## config.mk

```make
export PLATFORM = sky130hd
export DESIGN_NAME = stc_prep
export DESIGN_NICKNAME = d
export VERILOG_FILES = /design/src/hw/rtl/stc_pkg.sv /design/src/hw/rtl/stc_prep.sv
export SDC_FILE = /design/constraint.sdc
export NUM_CORES = 1
export LEC_CHECK = 0
export ABC_CLOCK_PERIOD_IN_PS = 4100
export BUFFER_PORTS_ARGS = -buffer_cell sky130_fd_sc_hd__clkbuf_2
export CORE_MARGIN = 2
export CORE_UTILIZATION = 30
export DETAILED_ROUTE_END_ITERATION = 10
export PLACE_DENSITY = 0.52
export SETUP_SLACK_MARGIN = 0.5
export SLEW_MARGIN = 20
export SYNTH_ARGS = -nofsm -noshare
export SYNTH_HDL_FRONTEND = slang
export SYNTH_SLANG_ARGS = --single-unit
```

## constraint.sdc

```tcl
create_clock -name clk -period 4.1 [get_ports clk]
set_input_delay 0.41 -clock clk [delete_from_list [all_inputs] [get_ports clk]]
set_output_delay 0.41 -clock clk [all_outputs]
set_load 0.01 [all_outputs]
```

## src/hw/rtl/stc_pkg.sv

```systemverilog
`timescale 1ns / 1ps
// ----------------------------------------------------------------------------
// stc_pkg
// Shared types and constants of the scalar to RGB colour map core.
// ----------------------------------------------------------------------------
package stc_pkg;

  localparam int STC_SAMPLE_BITS   = 16;
  localparam int STC_FRACTION_BITS = 16;
  localparam int COLOR_W           = 8;

  // configuration register indexes
  localparam int CFG_INDEX_W = 2;
  localparam logic [CFG_INDEX_W-1:0] REG_RANGE_MIN  = 2'd0;
  localparam logic [CFG_INDEX_W-1:0] REG_RANGE_MAX  = 2'd1;
  localparam logic [CFG_INDEX_W-1:0] REG_MAP_SELECT = 2'd2;

  // reset values, truncated to the sample width where used
  localparam logic signed [31:0] RANGE_MIN_RESET = -32'sd32768;
  localparam logic signed [31:0] RANGE_MAX_RESET = 32'sd32767;

  // sample classes
  localparam logic [1:0] CLS_BELOW = 2'd0;
  localparam logic [1:0] CLS_ABOVE = 2'd1;
  localparam logic [1:0] CLS_RAMP  = 2'd2;

  // segment numbers
  localparam int SEG_W = 3;
  localparam logic [SEG_W-1:0] SEG1 = 3'd1;
  localparam logic [SEG_W-1:0] SEG2 = 3'd2;
  localparam logic [SEG_W-1:0] SEG3 = 3'd3;
  localparam logic [SEG_W-1:0] SEG4 = 3'd4;
  localparam logic [SEG_W-1:0] SEG5 = 3'd5;
  localparam logic [SEG_W-1:0] SEG6 = 3'd6;

  localparam logic [COLOR_W-1:0] COLOR_MAX  = 8'd255;
  localparam logic [COLOR_W-1:0] COLOR_HALF = 8'd128;
  localparam logic [COLOR_W-1:0] COLOR_OFF  = 8'd0;

  typedef struct packed {
    logic [1:0] cls;
    logic       sym;
  } stc_ctrl_t;

endpackage

```

## src/hw/rtl/stc_prep.sv

```systemverilog
`timescale 1ns / 1ps
// ----------------------------------------------------------------------------
// stc_prep
// Front stage: offset and span against the range, and sample class.
// ----------------------------------------------------------------------------
module stc_prep import stc_pkg::*; #(
  parameter int SAMPLE_BITS = STC_SAMPLE_BITS
) (
  input  logic                   clk,
  input  logic                   rst,
  input  logic                   up_valid,
  output logic                   up_ready,
  input  logic [SAMPLE_BITS-1:0] sample,
  input  logic [SAMPLE_BITS-1:0] range_min,
  input  logic [SAMPLE_BITS-1:0] range_max,
  input  logic                   map_select,
  output logic                   dn_valid,
  input  logic                   dn_ready,
  output logic [SAMPLE_BITS-1:0] offset,
  output logic [SAMPLE_BITS-1:0] span,
  output stc_ctrl_t              ctrl
);

  logic signed [SAMPLE_BITS:0] diff;
  logic signed [SAMPLE_BITS:0] width;
  logic                        diff_pos;
  logic                        width_pos;
  logic [1:0]                  cls;

  assign diff  = $signed({sample[SAMPLE_BITS-1], sample})
               - $signed({range_min[SAMPLE_BITS-1], range_min});
  assign width = $signed({range_max[SAMPLE_BITS-1], range_max})
               - $signed({range_min[SAMPLE_BITS-1], range_min});

  assign diff_pos  = !diff[SAMPLE_BITS] && (diff != '0);
  assign width_pos = !width[SAMPLE_BITS] && (width != '0);

  always_comb begin
    if (!width_pos) begin
      // empty or inverted range
      cls = diff_pos ? CLS_ABOVE : CLS_BELOW;
    end else if (diff > width) begin
      cls = CLS_ABOVE;
    end else if (!diff_pos) begin
      cls = CLS_BELOW;
    end else begin
      cls = CLS_RAMP;
    end
  end

  assign up_ready = !dn_valid || dn_ready;

  always_ff @(posedge clk) begin
    if (rst) begin
      dn_valid <= 1'b0;
    end else if (up_ready) begin
      dn_valid <= up_valid;
    end
  end

  always_ff @(posedge clk) begin
    if (up_ready && up_valid) begin
      offset   <= diff[SAMPLE_BITS-1:0];
      span     <= width[SAMPLE_BITS-1:0];
      ctrl.cls <= cls;
      ctrl.sym <= map_select;
    end
  end

endmodule

```

==> results_dict.tcl, run 1 <==
set metrics [dict create \
    mostFrequentLayoutCell "clkbuf_2" \
    pwr-share-clk_pct 19.5 \
    overflow 0 \
    final-setup-viol-count 0 \
    leakage_nw 1.97 \
    clkLatencyLatePin_ns 0.28 \
    row_count 37 \
    viasPerCell 4.83 \
    dieArea_um2 11200 \
    grt.total_usage_pct 15.0 \
    place_hpwl_um 6920 \
    p_int_uw 983 \
    cp-start-kind "primary input" \
    fin_ws_ns 0.483 \
    synth-edff-count 35 \
    skew_ns 0.00996 \
    hold_depth 2 \
    p_per_area_nw_per_um2 355 \
    multiInputGateArea_um2 2130 \
    path_class "in2reg" \
    die_height_um 106 \
    route.vias.total 2780 \
    switching_power_uw 536 \
    maxCapViolCount 0 \
    syn_inst 319 \
    critPathMaxFanout 3 \
    holdCritStartpoint "rst" \
    synth_fp_nets 422 \
    ctsHoldBuffers 0 \
    async_flop_share_pct 0 \
    holdWs_ns 0.284 \
    core-area_um2 10200 \
    min_to "dn_valid$_SDFFE_PP0N_" \
    ctsRootBufferMaster "clkbuf_8" \
    drc_errors 0 \
    hold_class "in2reg" \
    antenna_found_initial 0 \
    start_util_pct 30.5 \
    rsz0062_at_grt "yes" \
    grt_pass1_vias 2814 \
    fin_crit_sh_pct 88.2 \
    htreeDepth 2 \
    synth-seq-area-share_pct 34.3 \
    final_nets 541 \
    drtIter0Drc 114 \
    dp_worst_setup_slack_ns -0.0665 \
    max_freq_mhz 276 \
    ir_drop_v 0.000133 \
    area_delta_synth_final_pct 37.0 \
    seqPwrFrac_pct 32.0 \
    gp_congestion 0.917 \
    synth_cell_types 55 \
    ys_ff_latch 36 \
    synth_ff_type "edfxtp_1" \
    ys_warn_count 0 \
    reg2reg_setup_slack_ns 2.42 \
    diodes 0 \
    synth_area_um2 3120 \
    switching_share_pct 35.3 \
    combPwrFrac_pct 48.5 \
    cts_sinks 36 \
    clk_pin_slew_ns 0.08 \
    busiest_layer "met2" \
    grt_max_degree 24 \
    tritoncts "yes" \
    grt_pass1_wl_um 13500 \
    use_met1_pct 19.9 \
    syn_area_per_cell_um2 9.79 \
    r2r-end "ctrl[0]$_DFFE_PP_" \
    grt_util_met2_pct 25.1 \
    pin_count 90 \
    slew_viol_final 0 \
    timing.rr.start "dn_valid$_SDFFE_PP0N_" \
    drive_above_1_share_pct 37.1 \
    cp.arrival_ns 3.64 \
    wl_per_cell_um 14.4 \
    worstPathRequired_ns 4.12 \
    layout_common_cells "clkbuf_2, inv_1, ha_1" \
    drtAntennaViolNets 0 \
    hold_viol_final 0 \
    cts_buffer_depth 2 \
    relSlewSlack_pct 60.3 \
    outcome "finished clean" \
    fin_crit_ns 3.62 \
    portBuffers 89 \
    cts_made_buffers 5 \
    ff_latch_area_um2 1070 \
    reg2reg_depth 3 \
    post-route-util_pct 41.8 \
    met3_usage_pct 1.78 \
    fillCellCount 1025 \
    die_w_um 106 \
    worst_slew_pin_slew_ns 0.595 \
    dr.pass1.iters 4 \
    wl_um 8300 \
    endpoint_kind "register" \
]
through the flow:
step	total power, mW	instance area [um2]	instances	TNS, ns
2_1_floorplan	0.901	3170	319	0
3_3_place_gp	1.11	3870	556	-0.104
3_5_place_dp	1.12	3870	556	-0.108
4_1_cts	1.45	4090	570	0
5_1_grt	1.63	4280	575	0
6_report	1.52	4280	575	0
state kept, by name, summed over array words and instances, names as in the netlist:
name	flops
offset	16
span	16
ctrl	3
dn_valid	1
cell usage after synthesis, types with 2 or more instances:
| library cell | instances | share of area, % |
|---|---|---|
| o21bai_1 | 2 | 0.48 |
| and4_1 | 2 | 0.56 |
| nor2b_1 | 3 | 0.60 |
| nand2b_1 | 8 | 1.6 |
| ha_1 | 48 | 19 |
| nand4b_1 | 2 | 0.56 |
| a21o_1 | 6 | 1.4 |
| or3_1 | 2 | 0.40 |
| nor2_1 | 15 | 1.8 |
| a31oi_1 | 2 | 0.40 |
| o21ai_0 | 19 | 3.0 |
| nor3_1 | 9 | 1.4 |
| nand3b_1 | 2 | 0.48 |
| xor2_1 | 8 | 2.2 |
| o211ai_1 | 5 | 1.2 |
| o22ai_1 | 2 | 0.40 |
| edfxtp_1 | 35 | 34 |
| and2_1 | 3 | 0.60 |
| a21oi_1 | 21 | 3.4 |
| o21a_1 | 9 | 2.2 |
| fa_1 | 2 | 1.3 |
| or4b_1 | 2 | 0.64 |
| nand4_1 | 2 | 0.40 |
| nor4_1 | 2 | 0.40 |
| o41ai_2 | 2 | 1.0 |
| xnor2_1 | 15 | 4.2 |
| a2111oi_0 | 3 | 0.84 |
| nand3_1 | 5 | 0.80 |
| inv_1 | 44 | 5.3 |
| nand2_1 | 10 | 1.2 |
| a211oi_1 | 5 | 1.2 |
cell families after synthesis:
kind of cell	count (synthesis)	synth area share, %
compound gates	86	18.4
flops	36	34.3
fa+ha+maj	51	20.8
buf+inv	44	5.29
xor+xnor	23	6.45
mux	1	0.321
simple gates	78	14.4
critical path, cell delays in order:
cell and delay, ns:
buf_6 0.08, clkinv_4 0.05, ha_4 0.22, a211o_1 0.26, or3_1 0.31, o211ai_1 0.25
and2b_2 0.23, o21ai_4 0.08, a2111oi_4 0.39, a21oi_2 0.07, ha_1 0.34, nand3_2 0.09
nor4_4 0.30, nor3_2 0.06, maj3_2 0.30, o21ai_2 0.12, mux2i_1 0.08
worst max path at each step:
stage / start / to / slack (ns)
floorplan: range_max[6] / ctrl[1]$_DFFE_PP_ / 0.44
global placement: range_min[1] / ctrl[1]$_DFFE_PP_ / -0.05
detailed placement: range_min[1] / ctrl[1]$_DFFE_PP_ / -0.07
CTS: range_min[1] / ctrl[1]$_DFFE_PP_ / 0.51
global route: range_min[6] / ctrl[1]$_DFFE_PP_ / 0.28
finish: range_min[6] / ctrl[1]$_DFFE_PP_ / 0.48
power by group through the flow:
stage          Sequential, mW  Clock [mW]  Combinational [mW]
2_1_floorplan           0.518           0               0.383
3_3_place_gp            0.495           0               0.614
3_5_place_dp            0.495           0               0.621
4_1_cts                 0.487       0.304               0.662
5_1_grt                 0.490       0.318               0.818
6_report                0.485       0.297               0.737
metal layers:
layer	vias up	part of all wire, %
met1	1281	46
met4	0	1.5
li1	1424	-
met3	8	4.3
met5	-	0
met2	67	48
final cells by class:
cell class              instances  area share (%)
clock inverters                 3           0.877
clock buffers                   5            1.61
inverters                      44            3.98
flip-flops and latches         36            25.0
multi-input cells             239            49.8
repair buffers                112            14.7
well taps                     136            3.98
what timing repair did:
action,in CTS,in global routing
buffers inserted,6,5
setup endpoints to repair,2,2
resized for setup,18,26
gates cloned,0,0
pin swaps,10,15
hold endpoints to repair,0,0
Note: power is estimated with default switching activity, not from simulation.
==> inputs of run 2 (changes only) <==
Settings changed: SETUP_SLACK_MARGIN 0.5 to unset.
==> results_dict.tcl, run 2 (synthesis gave the netlist of run 1 again) <==
set metrics [dict create \
    gp_congestion 0.855 \
    cts_made_buffers 5 \
    hold_class "in2reg" \
    critPathMaxFanout 3 \
    post_cts_buffers 0 \
    cts_sinks 36 \
    diodes 0 \
    clk_pin_slew_ns 0.06 \
    viasPerCell 4.72 \
    drc_errors 0 \
    wl_um 7710 \
    dr.pass1.iters 4 \
    endpoint_kind "register" \
    fin_crit_ns 3.86 \
    route.vias.total 2782 \
    hold_viol_final 0 \
    ctsRootBufferMaster "clkbuf_8" \
    cts_buffer_depth 2 \
    area_delta_synth_final_pct 32.2 \
    portBuffers 89 \
    cp-start-kind "primary input" \
    path_class "in2reg" \
    fin_cells 589 \
    p_per_area_nw_per_um2 333 \
    pin_count 90 \
    drive_above_1_share_pct 32.0 \
    clkLatencyLatePin_ns 0.29 \
    dieArea_um2 11200 \
    cp.arrival_ns 3.87 \
    grt_pass1_wl_um 12900 \
    dp.cells 581 \
    place_hpwl_um 6750 \
    top_regs "offset x16, span x16, ctrl x3" \
    row_count 37 \
    die_height_um 106 \
    overflow 0 \
    worstPathRequired_ns 4.11 \
    drtIter0Drc 54 \
    layout_common_cells "clkbuf_2, ha_1, inv_1" \
    antenna_found_initial 0 \
    max_freq_mhz 259 \
    fin_crit_sh_pct 94.3 \
    maxCapViolCount 0 \
    start_util_pct 30.5 \
    die_w_um 106 \
    final-setup-viol-count 0 \
    slew_viol_final 0 \
    worst_slew_pin_slew_ns 0.414 \
    grt_max_degree 36 \
    grt.total_usage_pct 14.4 \
    skew_ns 0.00762 \
    outcome "finished clean" \
    ir_drop_v 0.000157 \
    core-area_um2 10200 \
    final_nets 555 \
    wl_per_cell_um 13.1 \
    grt_pass1_vias 2757 \
    ctsHoldBuffers 0 \
    holdWs_ns 0.280 \
    tritoncts "yes" \
    mostFrequentLayoutCell "clkbuf_2" \
    htreeDepth 2 \
    leakage_nw 1.99 \
    drtAntennaViolNets 0 \
    relSlewSlack_pct 71.7 \
]
==> run 2: cell types whose count changed in the layout (fill, tap and decap cells not counted), sizes merged <==
cell / change
bufinv: -1
clkbuf: +4
buf: +12
clkinv: -2
inv: +1
==> run 2: worst max-delay path, cell delays in order <==
cell	delay, ns
clkbuf_2	0.08
inv_1	0.05
ha_1	0.31
a211o_1	0.31
or3_1	0.31
o211ai_1	0.22
and2b_1	0.19
buf_4	0.11
xnor2_1	0.13
inv_1	0.07
ha_1	0.31
and4_1	0.17
nand3_1	0.11
nor4_2	0.34
nor3_1	0.11
maj3_1	0.35
o21ai_0	0.19
mux2i_1	0.11
==> run 2: area by class of cell <==
| type | count | area [um2] |
|---|---|---|
| multi-input cells | 239 | 1920 |
| flip-flops and latches | 36 | 1070 |
| well taps | 136 | 170 |
| repair buffers | 126 | 723 |
| clock buffers | 7 | 76.3 |
| inverters | 44 | 165 |
| clock inverters | 1 | 5.00 |
| fillers | 1039 | 6100 |
==> run 2: what timing repair did <==
item | in CTS | in global routing
resized for setup | 0 | 9
endpoints found under the hold margin | 0 | 0
endpoints found under the setup margin | 0 | 2
==> run 2: per-layer routing <==
layer  wire length, um  track usage (%)  vias up
li1                  -                -     1451
met1              3520             19.2     1258
met2              3650             23.3       59
met3               309             2.21       14
met4               227             5.83        0
met5                 0                0        -
==> run 2: report_power, final <==
| group | internal [mW] | switching (mW) | total [mW] |
|---|---|---|---|
| Clock | 0.119 | 0.116 | 0.235 |
| Combinational | 0.300 | 0.352 | 0.652 |
| Sequential | 0.472 | 0.0124 | 0.485 |
==> run 2: path summary, 6_finish.rpt <==
| check | start | end | slack [ns] | depth (start not counted) |
|---|---|---|---|---|
| worst min-delay path | rst | dn_valid$_SDFFE_PP0N_ | 0.28 | 2 |
| worst max register to register | dn_valid$_SDFFE_PP0N_ | offset[3]$_DFFE_PP_ | 2.81 | 3 |
| worst max-delay path | range_min[6] | ctrl[1]$_DFFE_PP_ | 0.24 | 18 |
| worst min register to register | dn_valid$_SDFFE_PP0N_ | dn_valid$_SDFFE_PP0N_ | 0.53 | 2 |
==> run 2: stage by stage <==
stage / power [mW] / utilization (%) / TNS, ns / worst slack (ns) / cell area (um2)
after floorplan: 0.890 / - / 0 / 0.130 / 3120
after global placement: 1.13 / 39.2 / -0.136 / -0.0694 / 4020
after detailed placement: 1.14 / 39.2 / -0.280 / -0.156 / 4020
after CTS: 1.38 / 40.0 / 0 / 0.133 / 4100
after global routing: 1.49 / 40.3 / -0.151 / -0.0771 / 4130
final: 1.37 / 40.3 / 0 / 0.235 / 4130
==> inputs of run 3 (changes only) <==
Settings changed: ABC_AREA set to 1, PLACE_DENSITY 0.52 to 0.51.
==> results_dict.tcl, run 3 <==
set metrics [dict create \
    async_flop_share_pct 0 \
    cp-start-kind "primary input" \
    endpoint_kind "register" \
    ctsRootBufferMaster "clkbuf_16" \
    grt_max_degree 36 \
    fin_crit_sh_pct 77.8 \
    route.vias.total 3473 \
    gp_congestion 0.859 \
    critPathMaxFanout 4 \
    synthTopCellsByArea "edfxtp_1, ha_1, nand2_1" \
    cp.arrival_ns 3.23 \
    synth_top_area_share_pct 28.8 \
    worst_slew_pin_slew_ns 0.450 \
    synth-edff-count 35 \
    row_count 40 \
    grt_pass1_vias 3361 \
    hold_class "in2reg" \
    cts_made_buffers 5 \
    placed_area_um2 4290 \
    die_w_um 114 \
    synth-seq-area-share_pct 29.3 \
    dp.cells 759 \
    cts_buffer_depth 2 \
    met3_usage_pct 1.64 \
    postCtsResizedCells 0 \
    path_common_cell "nand2_1" \
    synth_ff_type "edfxtp_1" \
    outcome "finished clean" \
    syn_area_per_cell_um2 6.99 \
    cp_slowest_stage_delay_ns 0.41 \
    syn_inst 523 \
    drtIter0Drc 114 \
    slew_viol_final 0 \
    htreeDepth 2 \
    pin_count 90 \
    path_buf_inv 5 \
    die_height_um 114 \
    yosysTopAreaCell "edfxtp_1" \
    busiest_layer "met2" \
    clk_pin_slew_ns 0.06 \
    tritoncts "yes" \
    place_hpwl_um 8540 \
    top_regs "offset x16, span x16, ctrl x3" \
    portBuffers 89 \
    synth_fp_nets 626 \
    ctsHoldBuffers 0 \
    grt.total_usage_pct 15.3 \
    fin_cells 768 \
    synth_area_um2 3650 \
    crit_family "simple AND/OR/NAND/NOR gates" \
    clkLatencyLatePin_ns 0.28 \
    layout_common_cells "nand2_1, inv_1, clkbuf_2" \
    fillCellCount 1275 \
    wl_um 9720 \
    ir_drop_v 0.000153 \
    cts_sinks 36 \
    dieArea_um2 13100 \
    drtAntennaViolNets 0 \
    rsz0062_at_grt "no" \
    tns_ns 0 \
    relSlewSlack_pct 69.9 \
    synth_common_cells "nand2_1, inv_1, ha_1" \
    postLayoutCellArea_um2 4470 \
    drc_errors 0 \
    final_nets 723 \
    core-area_um2 12000 \
    p_per_area_nw_per_um2 335 \
    grt_pass1_wl_um 15800 \
    grt_util_met2_pct 27.4 \
    skew_ns 0.00441 \
    area_delta_synth_final_pct 22.4 \
    final-setup-viol-count 0 \
    ys_warn_count 0 \
    post_cts_buffers 0 \
    wl_per_cell_um 12.7 \
    hold_viol_final 0 \
    dr.pass1.iters 4 \
    start_util_pct 30.5 \
    worstPathRequired_ns 4.14 \
    leakage_nw 2.48 \
    crit_slowest_cell "fa_1" \
    fin_crit_ns 3.19 \
    overflow 0 \
    maxCapViolCount 0 \
    synth_cell_types 28 \
    ys_ff_latch 36 \
    viasPerCell 4.52 \
    synth_most_common_cell "nand2_1" \
    mostFrequentLayoutCell "nand2_1" \
    antenna_found_initial 0 \
    drive_above_1_share_pct 21.1 \
    diodes 0 \
    max_freq_mhz 314 \
    path_class "in2reg" \
    use_met1_pct 19.5 \
]
==> run 3: cell count changes after synthesis, moves of 9 or more <==
| cell | delta |
|---|---|
| inv_1 | +63 |
| nand2_1 | +143 |
| nand2_2 | +17 |
| nand3_1 | +31 |
| nor2_1 | +21 |
| o21a_1 | -9 |
| o21ai_0 | -9 |
| xnor2_1 | -10 |
==> run 3: kinds of logic after synthesis <==
kind of cell	share of synthesized area [%]
and+or+nand+nor	32.3
buffers and inverters	11.6
adders and majority gates	17.5
AOI/OAI and AO/OA	6.44
DFF	29.3
xor gates and xnor gates	2.84
==> run 3: worst paths after layout <==
kind | slack [ns] | startpoint | cells after the start | end
setup / recovery | 0.91 | sample[0] | 26 | ctrl[2]$_SDFFCE_PN0P_
hold / removal | 0.28 | rst | 2 | dn_valid$_SDFFE_PP0N_
setup reg to reg | 2.80 | dn_valid$_SDFFE_PP0N_ | 2 | span[3]$_DFFE_PP_
hold reg to reg | 0.54 | dn_valid$_SDFFE_PP0N_ | 2 | dn_valid$_SDFFE_PP0N_
==> run 3: cell type report <==
type | instances | area [um2] | share of cell area (%)
multi-input cells | 374 | 2170 | 48.5
clock inverters | 2 | 10.0 | 0.224
flip-flops and latches | 36 | 1070 | 24.0
clock buffers | 6 | 139 | 3.11
well taps | 147 | 184 | 4.11
repair buffers | 90 | 473 | 10.6
inverters | 113 | 424 | 9.49
==> run 3: metrics by stage <==
step	setup WS, ns	hold WS (ns)	utilization [%]	total power, mW
floorplan	1.04	0.479	-	0.929
global placement	0.672	0.518	35.9	1.12
detailed placement	0.639	0.524	35.9	1.13
CTS	0.922	0.279	37.1	1.51
global route	0.536	0.278	37.4	1.62
finish	0.912	0.282	37.4	1.50
==> run 3: metal layers <==
layer  part of all wire [%]  wire length (um)
met4                    1.4               132
met2                     49              4790
met5                      0                 0
met3                    3.0               293
met1                     46              4510
==> run 3: power by group <==
group,internal (mW),switching (mW)
combinational,0.237,0.403
sequential,0.467,0.0117
clock,0.239,0.140
total,0.943,0.555
